### src/rtl/btr_pkg.sv
// Shared types, codes and constants of the block transfer receiver.
package btr_pkg;

  localparam int COUNT_BITS_DEF = 24;

  localparam int LINE_W  = 4;
  localparam int TYPE_W  = 8;
  localparam int PAY_W   = 56;
  localparam int MAX_W   = 24;
  localparam int RSP_W   = 3;
  localparam int CNT_W   = 3;
  localparam int CFG_A_W = 2;
  localparam int TOTAL_W = 32;

  localparam logic [CNT_W-1:0] PAGE_BYTES = 3'd7;

  localparam logic [TYPE_W-1:0] PT_SETUP  = 8'd1;
  localparam logic [TYPE_W-1:0] PT_DATA_A = 8'd3;
  localparam logic [TYPE_W-1:0] PT_DATA_B = 8'd4;

  localparam logic [RSP_W-1:0] RSP_NONE      = 3'd0;
  localparam logic [RSP_W-1:0] RSP_ABORT     = 3'd1;
  localparam logic [RSP_W-1:0] RSP_REQ_WHOLE = 3'd2;
  localparam logic [RSP_W-1:0] RSP_COMPLETE  = 3'd3;
  localparam logic [RSP_W-1:0] RSP_DUPLICATE = 3'd4;

  localparam logic [CFG_A_W-1:0] CFG_PROG_LINES = 2'd0;
  localparam logic [CFG_A_W-1:0] CFG_CONF_LINES = 2'd1;
  localparam logic [CFG_A_W-1:0] CFG_PROG_MAX   = 2'd2;
  localparam logic [CFG_A_W-1:0] CFG_CONF_MAX   = 2'd3;

  localparam logic [LINE_W-1:0] LINES_RST    = 4'd8;
  localparam logic [MAX_W-1:0]  PROG_MAX_RST = 24'd65536;
  localparam logic [MAX_W-1:0]  CONF_MAX_RST = 24'd4096;

  typedef struct packed {
    logic armed;
    logic expect_four;
  } btr_flags_t;

  // low n bytes set
  function automatic logic [PAY_W-1:0] byte_mask(input logic [CNT_W-1:0] n);
    logic [PAY_W-1:0] m;
    m = '0;
    for (int i = 0; i < PAY_W / 8; i++) begin
      m[8*i +: 8] = {8{(CNT_W'(i) < n)}};
    end
    return m;
  endfunction

endpackage

### src/rtl/btr_step.sv
// Page decode, transfer state update and result forming for one page.
module btr_step import btr_pkg::*; #(
  parameter int COUNT_BITS = COUNT_BITS_DEF
) (
  input  logic                  kind,
  input  logic [LINE_W-1:0]     page_lines,
  input  logic [TYPE_W-1:0]     page_type,
  input  logic [PAY_W-1:0]      payload,
  input  logic [LINE_W-1:0]     prog_lines,
  input  logic [LINE_W-1:0]     conf_lines,
  input  logic [MAX_W-1:0]      prog_max,
  input  logic [MAX_W-1:0]      conf_max,
  input  btr_flags_t            flags,
  input  logic [COUNT_BITS-1:0] total,
  input  logic [COUNT_BITS-1:0] received,
  output btr_flags_t            flags_nxt,
  output logic [COUNT_BITS-1:0] total_nxt,
  output logic [COUNT_BITS-1:0] received_nxt,
  output logic [RSP_W-1:0]      response,
  output logic [PAY_W-1:0]      data_bytes,
  output logic [CNT_W-1:0]      data_count
);

  logic [LINE_W-1:0]     need_lines;
  logic [MAX_W-1:0]      max_bytes;
  logic                  bad_page;
  logic [TOTAL_W-1:0]    setup_total;
  logic                  too_big;
  logic [COUNT_BITS-1:0] remain;
  logic [CNT_W-1:0]      n;
  logic [COUNT_BITS-1:0] recv_sum;

  assign need_lines = kind ? conf_lines : prog_lines;
  assign max_bytes  = kind ? conf_max : prog_max;
  assign bad_page   = (page_lines != need_lines) ||
                      !((page_type == PT_SETUP) || (page_type == PT_DATA_A) ||
                        (page_type == PT_DATA_B));

  assign setup_total = payload[TOTAL_W-1:0];
  assign too_big     = (setup_total > TOTAL_W'(max_bytes)) ||
                       ((setup_total >> COUNT_BITS) != '0);

  assign remain   = (total >= received) ? (total - received) : '0;
  assign n        = (remain >= COUNT_BITS'(PAGE_BYTES)) ? PAGE_BYTES : remain[CNT_W-1:0];
  assign recv_sum = received + COUNT_BITS'(n);

  always_comb begin
    flags_nxt    = flags;
    total_nxt    = total;
    received_nxt = received;
    response     = RSP_NONE;
    data_bytes   = '0;
    data_count   = '0;
    priority if (bad_page) begin
      flags_nxt.armed = 1'b0;
      response        = RSP_ABORT;
    end else if (page_type == PT_SETUP) begin
      if (too_big) begin
        flags_nxt.armed = 1'b0;
        response        = RSP_ABORT;
      end else begin
        total_nxt             = setup_total[COUNT_BITS-1:0];
        received_nxt          = '0;
        flags_nxt.expect_four = 1'b0;
        flags_nxt.armed       = 1'b1;
        response              = RSP_REQ_WHOLE;
      end
    end else if (!flags.armed) begin
      response = RSP_ABORT;
    end else if ((page_type == PT_DATA_B) != flags.expect_four) begin
      response = RSP_DUPLICATE;
    end else begin
      flags_nxt.expect_four = !flags.expect_four;
      data_bytes            = payload & byte_mask(n);
      data_count            = n;
      received_nxt          = recv_sum;
      if (recv_sum >= total) begin
        flags_nxt.armed = 1'b0;
        response        = RSP_COMPLETE;
      end
    end
  end

endmodule

### src/rtl/block_transfer_receiver.sv
// Top level of the block transfer receiver: beat registers, config and state.
//
// One page beat in, one result beat out. A page is taken in every cycle while
// results drain; each result passes through one input register and one result
// register around a single decode stage. in_tready drops only while both
// registers hold beats and out_tready is low. Setup pages arm a transfer of
// up to the configured byte maximum, data pages of types 3 and 4 must
// alternate and pass at most 7 bytes each.
module block_transfer_receiver import btr_pkg::*; #(
  parameter int COUNT_BITS = COUNT_BITS_DEF
) (
  input  logic               clk,
  input  logic               rst_n,
  input  logic               in_tvalid,
  output logic               in_tready,
  input  logic [71:0]        in_tdata,  // lines, page_type, payload, zero fill
  input  logic               in_tuser,  // kind
  output logic               out_tvalid,
  input  logic               out_tready,
  output logic [63:0]        out_tdata, // response, data_bytes, data_count, zero fill
  output logic               out_tuser, // reply_kind
  input  logic               cfg_we,
  input  logic [CFG_A_W-1:0] cfg_addr,
  input  logic [MAX_W-1:0]   cfg_wdata
);

  logic [LINE_W-1:0] prog_lines_r;
  logic [LINE_W-1:0] conf_lines_r;
  logic [MAX_W-1:0]  prog_max_r;
  logic [MAX_W-1:0]  conf_max_r;

  logic              ib_valid_r;
  logic              ib_kind_r;
  logic [LINE_W-1:0] ib_lines_r;
  logic [TYPE_W-1:0] ib_type_r;
  logic [PAY_W-1:0]  ib_payload_r;

  btr_flags_t            flags_r;
  btr_flags_t            flags_nxt;
  logic [COUNT_BITS-1:0] total_r;
  logic [COUNT_BITS-1:0] total_nxt;
  logic [COUNT_BITS-1:0] recv_r;
  logic [COUNT_BITS-1:0] recv_nxt;

  logic [RSP_W-1:0] rsp_nxt;
  logic [PAY_W-1:0] data_nxt;
  logic [CNT_W-1:0] count_nxt;

  logic             ob_valid_r;
  logic             ob_kind_r;
  logic [RSP_W-1:0] ob_rsp_r;
  logic [PAY_W-1:0] ob_data_r;
  logic [CNT_W-1:0] ob_count_r;

  logic advance;

  assign advance   = !ob_valid_r || out_tready;
  assign in_tready = !ib_valid_r || advance;

  btr_step #(
    .COUNT_BITS (COUNT_BITS)
  ) u_step (
    .kind         (ib_kind_r),
    .page_lines   (ib_lines_r),
    .page_type    (ib_type_r),
    .payload      (ib_payload_r),
    .prog_lines   (prog_lines_r),
    .conf_lines   (conf_lines_r),
    .prog_max     (prog_max_r),
    .conf_max     (conf_max_r),
    .flags        (flags_r),
    .total        (total_r),
    .received     (recv_r),
    .flags_nxt    (flags_nxt),
    .total_nxt    (total_nxt),
    .received_nxt (recv_nxt),
    .response     (rsp_nxt),
    .data_bytes   (data_nxt),
    .data_count   (count_nxt)
  );

  always_ff @(posedge clk) begin
    if (!rst_n) begin
      prog_lines_r <= LINES_RST;
      conf_lines_r <= LINES_RST;
      prog_max_r   <= PROG_MAX_RST;
      conf_max_r   <= CONF_MAX_RST;
      ib_valid_r   <= 1'b0;
      ob_valid_r   <= 1'b0;
      flags_r      <= '0;
      total_r      <= '0;
      recv_r       <= '0;
    end else begin
      if (cfg_we) begin
        unique case (cfg_addr)
          CFG_PROG_LINES: prog_lines_r <= cfg_wdata[LINE_W-1:0];
          CFG_CONF_LINES: conf_lines_r <= cfg_wdata[LINE_W-1:0];
          CFG_PROG_MAX:   prog_max_r   <= cfg_wdata;
          CFG_CONF_MAX:   conf_max_r   <= cfg_wdata;
          default: ;
        endcase
      end
      if (in_tready) begin
        ib_valid_r <= in_tvalid;
      end
      if (advance) begin
        ob_valid_r <= ib_valid_r;
      end
      if (advance && ib_valid_r) begin
        flags_r <= flags_nxt;
        total_r <= total_nxt;
        recv_r  <= recv_nxt;
      end
    end
  end

  always_ff @(posedge clk) begin
    if (in_tvalid && in_tready) begin
      ib_kind_r    <= in_tuser;
      ib_lines_r   <= in_tdata[3:0];
      ib_type_r    <= in_tdata[11:4];
      ib_payload_r <= in_tdata[67:12];
    end
    if (advance && ib_valid_r) begin
      ob_kind_r  <= ib_kind_r;
      ob_rsp_r   <= rsp_nxt;
      ob_data_r  <= data_nxt;
      ob_count_r <= count_nxt;
    end
  end

  assign out_tvalid = ob_valid_r;
  assign out_tuser  = ob_kind_r;
  assign out_tdata  = {2'b00, ob_count_r, ob_data_r, ob_rsp_r};

`ifndef ASSERT_OFF
  a_recv_bounded: assert property (@(posedge clk) disable iff (!rst_n)
    flags_r.armed |-> (recv_r <= total_r))
    else $error("received count past transfer total while armed");

  a_data_only_on_pass: assert property (@(posedge clk) disable iff (!rst_n)
    (ob_valid_r && (ob_count_r != '0)) |->
      ((ob_rsp_r == RSP_NONE) || (ob_rsp_r == RSP_COMPLETE)))
    else $error("data bytes on a non-data response");

  a_data_clipped: assert property (@(posedge clk) disable iff (!rst_n)
    ob_valid_r |-> ((ob_data_r & ~byte_mask(ob_count_r)) == '0))
    else $error("data bytes above data count not zero");

  a_stall_only_full: assert property (@(posedge clk) disable iff (!rst_n)
    !in_tready |-> (ib_valid_r && ob_valid_r && !out_tready))
    else $error("input stalled with room in the pipeline");

  a_complete_disarms: assert property (@(posedge clk) disable iff (!rst_n)
    (advance && ib_valid_r && (rsp_nxt == RSP_COMPLETE)) |=> !flags_r.armed)
    else $error("transfer still armed after completion");
`endif

endmodule
### config.mk
export PLATFORM = sky130hd
export DESIGN_NAME = block_transfer_receiver
export DESIGN_NICKNAME = d
export VERILOG_FILES = /design/src/rtl/btr_pkg.sv /design/src/rtl/btr_step.sv /design/src/rtl/block_transfer_receiver.sv
export SDC_FILE = /design/constraint.sdc
export NUM_CORES = 1
export LEC_CHECK = 0
export ABC_CLOCK_PERIOD_IN_PS = 18100
export BUFFER_PORTS_ARGS = -buffer_cell sky130_fd_sc_hd__buf_2
export CAP_MARGIN = 20
export CORE_ASPECT_RATIO = 1.1
export CORE_MARGIN = 2
export CORE_UTILIZATION = 63
export CTS_CLUSTER_SIZE = 10
export DETAILED_ROUTE_END_ITERATION = 10
export PLACE_DENSITY_LB_ADDON = 0.15
export SETUP_SLACK_MARGIN = 0.5
export SLEW_MARGIN = 20
export SYNTH_ARGS = -nofsm -noshare
export SYNTH_HDL_FRONTEND = slang
export SYNTH_SLANG_ARGS = --single-unit
### constraint.sdc
create_clock -name clk -period 18.1 [get_ports clk]
set_input_delay 3.62 -clock clk [delete_from_list [all_inputs] [get_ports clk]]
set_output_delay 3.62 -clock clk [all_outputs]
set_load 0.01 [all_outputs]
* Yosys cells after proc, flatten, opt, wreduce, memory -nomap -nowiden *
Index checks and enable logic that the tools add are counted.

operators by class
  reductions and logical operators = 22
  equality and inequality tests = 10
  bitwise gates (word level) = 4
  $lt $le $gt $ge = 11
  add/sub/neg operators = 2
  muxes and demuxes = 20

operators by type and width
  cell                                                                number
  two-way mux 24 bit                                                  6
  bitwise AND 56 bit                                                  1
  greater-or-equal comparator 24 bit                                  2
  greater-than comparator 32 x 24 -> 1 bit                            1
  nonzero test 32 bit                                                 1
  adder 24 x 3 -> 24 bit                                              1
  greater-or-equal comparator 24 x 3 -> 1 bit, second input constant  1
  subtractor 24 bit                                                   1
  two-way mux 3 bit                                                   4
  two-way mux 2 bit                                                   5
  < comparator 3 bit, first input constant                            3
  == test 8 x 1 -> 1 bit, second input constant                       1
  == test 8 x 2 -> 1 bit, second input constant                       1
  == test 8 x 3 -> 1 bit, second input constant                       1
  AND reduction 2 bit                                                 4
  logical OR 1 bit                                                    6
  < comparator 1 x 3 -> 1 bit, first input constant                   2
  < comparator 2 x 3 -> 1 bit, first input constant                   2
  AND reduction 5 bit                                                 1
  == test 2 bit, second input constant                                2
  zero test 1 bit                                                     4
  two-way mux 1 bit                                                   4
  two-way mux 4 bit                                                   1
  != test 4 bit                                                       1
  other kinds (10)                                                    13

storage, ports and cells
  output and inout port bits = 67
  register bits after elaboration = 240
  word-level logic and storage cells = 87

* Logic depth before layout (Yosys ltp) *
Gate-level depths: netlist (run 1).

  depth after elaboration = 11
  gate-level depth with buffers = 31
  mapped depth without buffers = 29

* Cells and area by module *
From an unflattened synthesis (run 1), not the netlist that was laid out.

unflattened totals
  cells, all modules = 1342
  area, all modules = 13208.9 sq um

modules (own cells, without submodules)
  module                   times used  area each (sq um)  cells an instance  sequential area each (sq um)
  block_transfer_receiver  1           7931.4             577                6125.9
  btr_step                 1           5277.6             765                0.0

* Worst setup path before layout (run 1) *
No wires, ideal clock.

  path type = input port to flip-flop
  start point = input port out_tready
  end point = register total_r[10]
  stages on the path = 5
  setup slack = 9.700 ns
  data required time = 17.958 ns
  buffers on the path = 1
  arrival time = 8.258 ns
  setup time = 0.142 ns
  path through = nor2b_1 > nor2b_1 > nand3_1 > clkbuf_1 > mux2i_1

on the way
  word-level cells in the longest chain between the ends = 3

RTL lines
  element                               line                            source
  from (decl)                           block_transfer_receiver.sv:19   input logic out_tready,
  logical OR 1 bit                      block_transfer_receiver.sv:57   assign advance = !ob_valid_r || out_tready;
  logical AND 1 bit                     block_transfer_receiver.sv:109  if (advance && ib_valid_r) begin
  AND reduction 4 bit (no source line)  -
  to (signal assigned)                  block_transfer_receiver.sv:111  total_r <= total_nxt;
  to (decl)                             block_transfer_receiver.sv:40   logic [COUNT_BITS-1:0] total_r;

No other way between the ends.
A chain may end at the register's enable or synchronous reset.

* Final worst setup path (run 1) *
  start point = register recv_r[12]
  end point = register flags_r[1] in the netlist's numbering

on the way
  word-level cells in the longest chain between the ends = 11
  elaborated cells on any way between the ends = 12
  classes of those cells = add/sub (2); order compare (3); mux (7)

RTL lines
  element                                                                  line                            source
  from (decl)                                                              block_transfer_receiver.sv:42   logic [COUNT_BITS-1:0] recv_r;
  from (signal assigned)                                                   block_transfer_receiver.sv:112  recv_r <= recv_nxt;
  subtractor 24 bit or greater-or-equal comparator 24 bit (tied branches)  btr_step.sv:43                  assign remain = (total >= received) ? (total - received) : '0;
  two-way mux 24 bit *                                                     btr_step.sv:43
  greater-or-equal comparator 24 x 3 -> 1 bit                              btr_step.sv:44                  assign n = (remain >= COUNT_BITS'(PAGE_BYTES)) ? PAGE_BYTES : remain[CNT_W-1:0];
  two-way mux 3 bit *                                                      btr_step.sv:44
  named net u_step.n[1]                                                    btr_step.sv:30                  logic [CNT_W-1:0] n;
  adder 24 x 3 -> 24 bit *                                                 btr_step.sv:45                  assign recv_sum = received + COUNT_BITS'(n);
  greater-or-equal comparator 24 bit *                                     btr_step.sv:77                  if (recv_sum >= total) begin
  two-way mux 1 bit *                                                      btr_step.sv:77
  two-way mux 2 bit *                                                      btr_step.sv:70                  end else if ((page_type == PT_DATA_B) != flags.expect_four) begin
  two-way mux 2 bit *                                                      btr_step.sv:68                  end else if (!flags.armed) begin
  two-way mux 2 bit *                                                      btr_step.sv:57                  end else if (page_type == PT_SETUP) begin
  two-way mux 1 bit *                                                      btr_step.sv:54                  priority if (bad_page) begin
  to (signal assigned)                                                     block_transfer_receiver.sv:110  flags_r <= flags_nxt;
  to (decl)                                                                block_transfer_receiver.sv:38   btr_flags_t flags_r;

The timed path passes the listed nets; every way through them passes the cells marked *. The select of a mux whose other input is x is not followed.

==> results of run 1 <==
-- per-layer routing --
metal	GRT usage	up-vias	routed length, um
li1	-	4867	-
met1	0.3699	4756	12670
met2	0.4830	342	15010
met3	0.03394	78	1671
met4	0.1077	0	1068
met5	0	-	0
-- metrics by stage --
step	area, um^2	setup slack (ns)
floorplan	12580	9.700
global placement	13540	10.09
detailed placement	13540	9.976
CTS	14370	9.932
global route	14370	9.380
finish	14370	9.881
-- worst max-delay path, cell delays in order (launching register included) --
cell and delay [ns]:
dfxtp_1 0.52, inv_1 0.13, ha_1 0.50, nand4_2 0.24, nor3_1 0.26, o21ai_0 0.20
a31oi_1 0.27, o21ai_0 0.11, a21oi_1 0.75, and3_1 0.38, a31oi_1 0.19, ha_1 0.34
a21o_1 0.10, a21oi_1 0.14, nor4_1 0.65, and3_1 0.49, and2_1 0.21, and4_1 0.21
xnor2_1 0.13, inv_1 0.08, ha_1 0.19, a21o_1 0.16, a211o_1 0.29, a211o_1 0.30
a2111oi_0 0.50, a21oi_1 0.23, or2_2 0.33, a31oi_1 0.19
-- registers in the layout (all words and copies together) (netlist names), 3 cells and up --
register / flops
ib_payload_r: 56
ob_data_r: 56
conf_max_r: 24
prog_max_r: 24
recv_r: 24
total_r: 24
ib_type_r: 8
conf_lines_r: 4
ib_lines_r: 4
prog_lines_r: 4
ob_count_r: 3
ob_rsp_r: 3
-- synth_stat cells (all sizes together) (4+ instances only) --
| cell | n | area, um^2 |
|---|---|---|
| a211o | 8 | 70.07 |
| a211oi | 4 | 40.03 |
| a21o | 25 | 187.7 |
| a21oi | 104 | 528.0 |
| a31oi | 13 | 81.33 |
| and2 | 5 | 31.28 |
| and3 | 9 | 56.30 |
| and4 | 59 | 516.8 |
| buf | 14 | 71.31 |
| clkbuf | 54 | 202.7 |
| dfxtp | 108 | 2162 |
| edfxtp | 132 | 3964 |
| ha | 76 | 950.9 |
| inv | 63 | 236.5 |
| mux2i | 61 | 610.6 |
| nand2 | 191 | 716.9 |
| nand2b | 8 | 50.05 |
| nand3 | 40 | 200.2 |
| nand4 | 30 | 237.7 |
| nor2 | 46 | 172.7 |
| nor2b | 6 | 37.54 |
| nor3 | 12 | 60.06 |
| nor3b | 4 | 35.03 |
| nor4 | 14 | 115.1 |
| o2111ai | 5 | 43.79 |
| o211ai | 9 | 67.56 |
| o21a | 13 | 97.59 |
| o21ai | 50 | 254.0 |
| o31ai | 4 | 30.03 |
| or3 | 8 | 50.05 |
| or4 | 6 | 45.04 |
| or4b | 6 | 60.06 |
| xnor2 | 23 | 201.4 |
| xor2 | 10 | 87.58 |
-- power groups by stage --
| stage | sequential [mW] | combinational (mW) | clock [mW] |
|---|---|---|---|
| after floorplan | 0.615 | 0.0326 | 0 |
| after global placement | 0.613 | 0.0597 | 0 |
| after detailed placement | 0.614 | 0.0615 | 0 |
| after CTS | 0.603 | 0.0621 | 0.512 |
| after global routing | 0.604 | 0.0685 | 0.535 |
| final | 0.603 | 0.0619 | 0.508 |
-- how the worst max path moves through the flow --
stage	startpoint	endpoint	slack (ns)
after floorplan	out_tready	total_r[10]	9.70
after global placement	recv_r[12]	flags_r[1]	10.09
after detailed placement	recv_r[12]	flags_r[1]	9.98
after CTS	recv_r[12]	flags_r[1]	9.93
after global routing	recv_r[12]	flags_r[1]	9.38
final	recv_r[12]	flags_r[1]	9.88
-- cell families after synthesis --
kind of cell / after synthesis
flip-flops: 240
buffers and inverters: 132
XOR/XNOR: 33
multiplexers: 62
AO/OA/AOI/OAI: 257
AND/OR/NAND/NOR: 449
other: 1
adder cells (fa/ha/maj): 78
-- cell type report --
class                           instances  area share
Clock buffer                           48     0.05468
Tap cell                              252     0.02194
Inverter                               64     0.01672
Clock inverter                          2    0.002699
Multi-Input combinational cell        881      0.4153
Timing Repair Buffer                  174     0.06235
Sequential cell                       240      0.4263
==> out/summary.txt, run 1 <==
Die Span Y = 152.2 um
Die Footprint = 21110 um^2
Worst-Skew Late Latency = 0.56 ns
post-CTS sizing = 0
ANT cells = 0
Min-Delay Endpoint = conf_max_r[3]
Post-DRT Antenna Nets = 0
post-route minimum period = 8.219 ns
drt wl/cell = 18.31 um
Worst-path clk slew = 0.05 ns
Hold Crit Start = conf_max_r[3]
register area share after synthesis = 0.4871
Worst Skew = 0.02724 ns
worst min path class = register to register
Total GRT Usage = 0.2819
# Post-CTS Setup Buffers = 0
Clk pwr share = 0.433
RSZ-0062 raised after global routing = no
row cnt = 54
critical path endpoint category = register
Final GP Congestion = 0.9323
DP Wirelength = 21.49 mm
drt pass-1 iters = 5
Mapped Area = 12580 um^2
reg2reg start = recv_r[12]
Synth Register Bits = 240
worst-path maximum fanout = 9
sw power = 259.9 uW
commonest non-fill, non-tap cell in the layout = nand2_1
H-Tree Depth = 1
status = finished clean
CTS tree = done
Area growth, synth to finish = 14.25%
Final Hold Viols = 0
Cells after Synth = 1252
Worst R2R End = flags_r[1]
Worst Tran Pin Value = 1.007 ns
# hold bufs at CTS = 0
total power = 1.173 mW
Synth Area per Inst = 10.05 um^2
crit path kind = register to register
first-pass GRT wire length = 48.69 mm
Slew Limit Fails = 0
core area = 19730 um^2
Switching Fraction = 0.2216
max cap viols = 0
Vias = 10040
Critical Path Source Type = register
largest family of logic cells by synthesized area = simple AND/OR/NAND/NOR gates
WHS = 0.4517 ns
worst reg2reg path depth = 27
static leakage = 6.031 nW
WHS Path Cells = 2
Async SR Flop Fraction = 0
drt via density = 6.046
post-route core utilization = 0.7283
IO buf count = 164
Starting Density = 0.6375
setup_tns = 0 ns
fillcell total = 1518
Pwr per Cell Area = 81.62 nW/um^2
Final period util = 0.4541
largest net degree at the start of global routing = 71
commonest cells after routing, fill and taps aside = 191 x nand2_1, 164 x buf_2, 132 x edfxtp_1, 108 x dfxtp_1, 102 x a21oi_1
mux cell area share after synthesis = 0.04944
clk buf depth = 3
share of post-route cells with drive strength above 1 = 0.1675
gr ovfl total = 0
P_int = 912.9 uW
xor and xnor area share after synthesis = 0.02298
nets@finish = 1571
fin cells = 1661
Top FF cell, synth = edfxtp_1
Synth cell types = 68
Max VDD drop = 0.00009843 V
Post-Synth Adder-Cell Area = 0.07879
power share of the sequential group = 0.514
yosys warns = 0
Max-slew headroom = 0.3266
DRT iter0 DRCs = 790
drt total wl = 30.42 mm
Top Ports = 171
post-synthesis simple-gate area fraction = 0.1924
Synth Area in Compound Gates = 0.1281
clk root buf = clkbuf_16
final setup vio count = 0
FMAX = 121.7 MHz
required time of the critical path = 18.56 ns
Critical Path AT = 8.68 ns
register area = 6126 um^2
vias in the first global route = 9730
cts bufs inserted = 28
clock sink total = 240
area of the multi-input gates = 5967 um^2
part of the power in combinational logic = 0.053
DRC viols = 0
initial antenna violation count = 0
register-to-register setup slack = 9.88 ns
number of synthesized flops with an enable pin = 132
Die W = 138.7 um
number of cells after detailed placement = 1611
Power figures use the tool's default switching activity.
==> run 2, diff against run 1 <==
ABC_CLOCK_PERIOD_IN_PS = 6800   (was 18100)
CORE_UTILIZATION = 53   (was 63)
clock period = 6.8 ns   (was 18.1 ns; I/O delays follow)
==> run 2 against run 1 <==
  * Cell count rose by 5.1%
  * Critical path depth rose by 1
  * Maximum frequency rose by 31%
  * Clock power rose to 2.7 times the previous value
  * Sequential power rose to 2.7 times the previous value
  * Count of clock-buffer cells in the layout did not move
  * Total power rose to 2.7 times the previous value
  * Sequential share of layout area fell by 1.9 points
  * Cell area rose by 4.9%
  * Register-to-register slack got worse by 9.4 ns
  * Routed wire length rose by 3.3%
  * Die area rose by 18%
  * Critical path type unchanged
==> out/summary.txt, run 2 (synthesis results as in run 1) <==
drt wl/cell = 17.99 um
Critical Path Source = total_r[0]
DRT iter0 DRCs = 545
vias in the first global route = 9486
Final Hold Viols = 0
nets@finish = 1602
Die Span Y = 165.6 um
initial antenna violation count = 0
drt pass-1 iters = 5
first-pass GRT wire length = 48.51 mm
static leakage = 6.276 nW
DP Wirelength = 22.30 mm
Final period util = 0.9239
core area = 23480 um^2
required time of the critical path = 7.28 ns
CTS tree = done
RSZ-0062 raised after global routing = yes
Pwr per Cell Area = 206.9 nW/um^2
CP max stage delay = 0.43 ns
Die W = 150.9 um
Top cell by count, worst path = a211o_1
critical path's slowest cell = fa_2
cts bufs inserted = 28
reg2reg start = total_r[0]
share of post-route cells with drive strength above 1 = 0.2276
row cnt = 59
Post-DRT Antenna Nets = 0
status = finished clean
setup_tns = 0 ns
max cap viols = 0
Vias = 10010
DRC viols = 0
IO buf count = 164
clk buf depth = 3
largest registers = ib_payload_r: 56 flops, ob_data_r: 56 flops
Critical Path AT = 6.76 ns
Critical Path Source Type = register
clock sink total = 240
Die Footprint = 24980 um^2
commonest non-fill, non-tap cell in the layout = nand2_1
Worst Skew = 0.03423 ns
largest net degree at the start of global routing = 71
clk root buf = clkbuf_16
Total GRT Usage = 0.2455
gr ovfl total = 0
ANT cells = 0
Hold Crit Start = conf_max_r[0]
Area growth, synth to finish = 19.79%
drt total wl = 31.41 mm
Worst-path clk slew = 0.06 ns
fillcell total = 1978
final setup vio count = 0
crit path kind = register to register
Slew Limit Fails = 0
Worst Tran Pin Value = 1.026 ns
design area = 15070 um^2
Final GP Congestion = 0.9315
worst-path maximum fanout = 4
FMAX = 159.2 MHz
# hold bufs at CTS = 0
commonest cells after routing, fill and taps aside = 190 x nand2_1, 164 x buf_2, 132 x edfxtp_1, 104 x dfxtp_1, 94 x a21oi_1
critical path endpoint category = register
Worst-Skew Late Latency = 0.56 ns
WHS = 0.4514 ns
Starting Density = 0.5358
register-to-register setup slack = 0.52 ns
Top Ports = 171
worst min path class = register to register
drt via density = 5.735
DP Area = 13910 um^2
Max-slew headroom = 0.3143
Max VDD drop = 0.0002315 V
H-Tree Depth = 1
post-route minimum period = 6.283 ns
==> run 2: cell count changes in the layout (fill, tap and decap cells not counted), sizes merged <==
cell / delta
buf: +31
clkinv: +1
==> run 2: final cells by class <==
class	count	area [um^2]	area share
clock buffer	48	775.7	0.05149
clock inverter	3	43.79	0.002907
inverter	64	240.2	0.01595
multi-input combinational	881	6361	0.4222
sequential	240	6131	0.4069
tap	305	381.6	0.02533
timing repair buffer	205	1132	0.07516
==> run 2: critical path, delay by kind of cell (launching register included) <==
kind / cells / cell delay [ns]
buf+inv: 2 / 0.17
compound gates: 11 / 2.44
fa+ha+maj: 5 / 1.48
xor+xnor: 1 / 0.12
flops: 1 / 0.34
simple gates: 9 / 1.67
==> run 2: worst paths after layout <==
| path | end | cells after the start |
|---|---|---|
| worst min register to register | conf_max_r[0] | 2 |
| worst max-delay path | flags_r[1] | 28 |
| worst min-delay path | conf_max_r[0] | 2 |
| worst max register to register | flags_r[1] | 28 |
==> run 2: routing by layer <==
layer | track usage | wire length, um | vias to the layer above
li1 | - | - | 4928
met1 | 0.3189 | 13330 | 4798
met2 | 0.4318 | 15810 | 241
met3 | 0.03022 | 1490 | 47
met4 | 0.06924 | 776 | 0
met5 | 0 | 0 | -
==> run 2: repair_timing <==
action,in CTS,in global routing
endpoints found under the setup margin,3,3
resized for setup,26,29
setup buffers,5,5
pin swaps,18,32
==> run 2: through the flow <==
step / setup WS [ns] / utilization / power (mW) / instances
after global placement: 0.2800 / 0.5926 / 1.795 / 1685
after global routing: 0.3412 / 0.6418 / 3.216 / 1746
final: 0.5172 / 0.6418 / 3.117 / 1746
after detailed placement: 0.2439 / 0.5926 / 1.801 / 1685
after floorplan: 0.5846 / - / 1.723 / 1253
after CTS: 0.5027 / 0.6340 / 3.138 / 1741
==> run 2: power by group <==
| part | switching, mW | leakage [nW] | internal, mW |
|---|---|---|---|
| clock network | 0.574 | 0.388 | 0.773 |
| logic | 0.100 | 3.73 | 0.0651 |
| registers | 0.0225 | 2.16 | 1.58 |
| total | 0.697 | 6.28 | 2.42 |
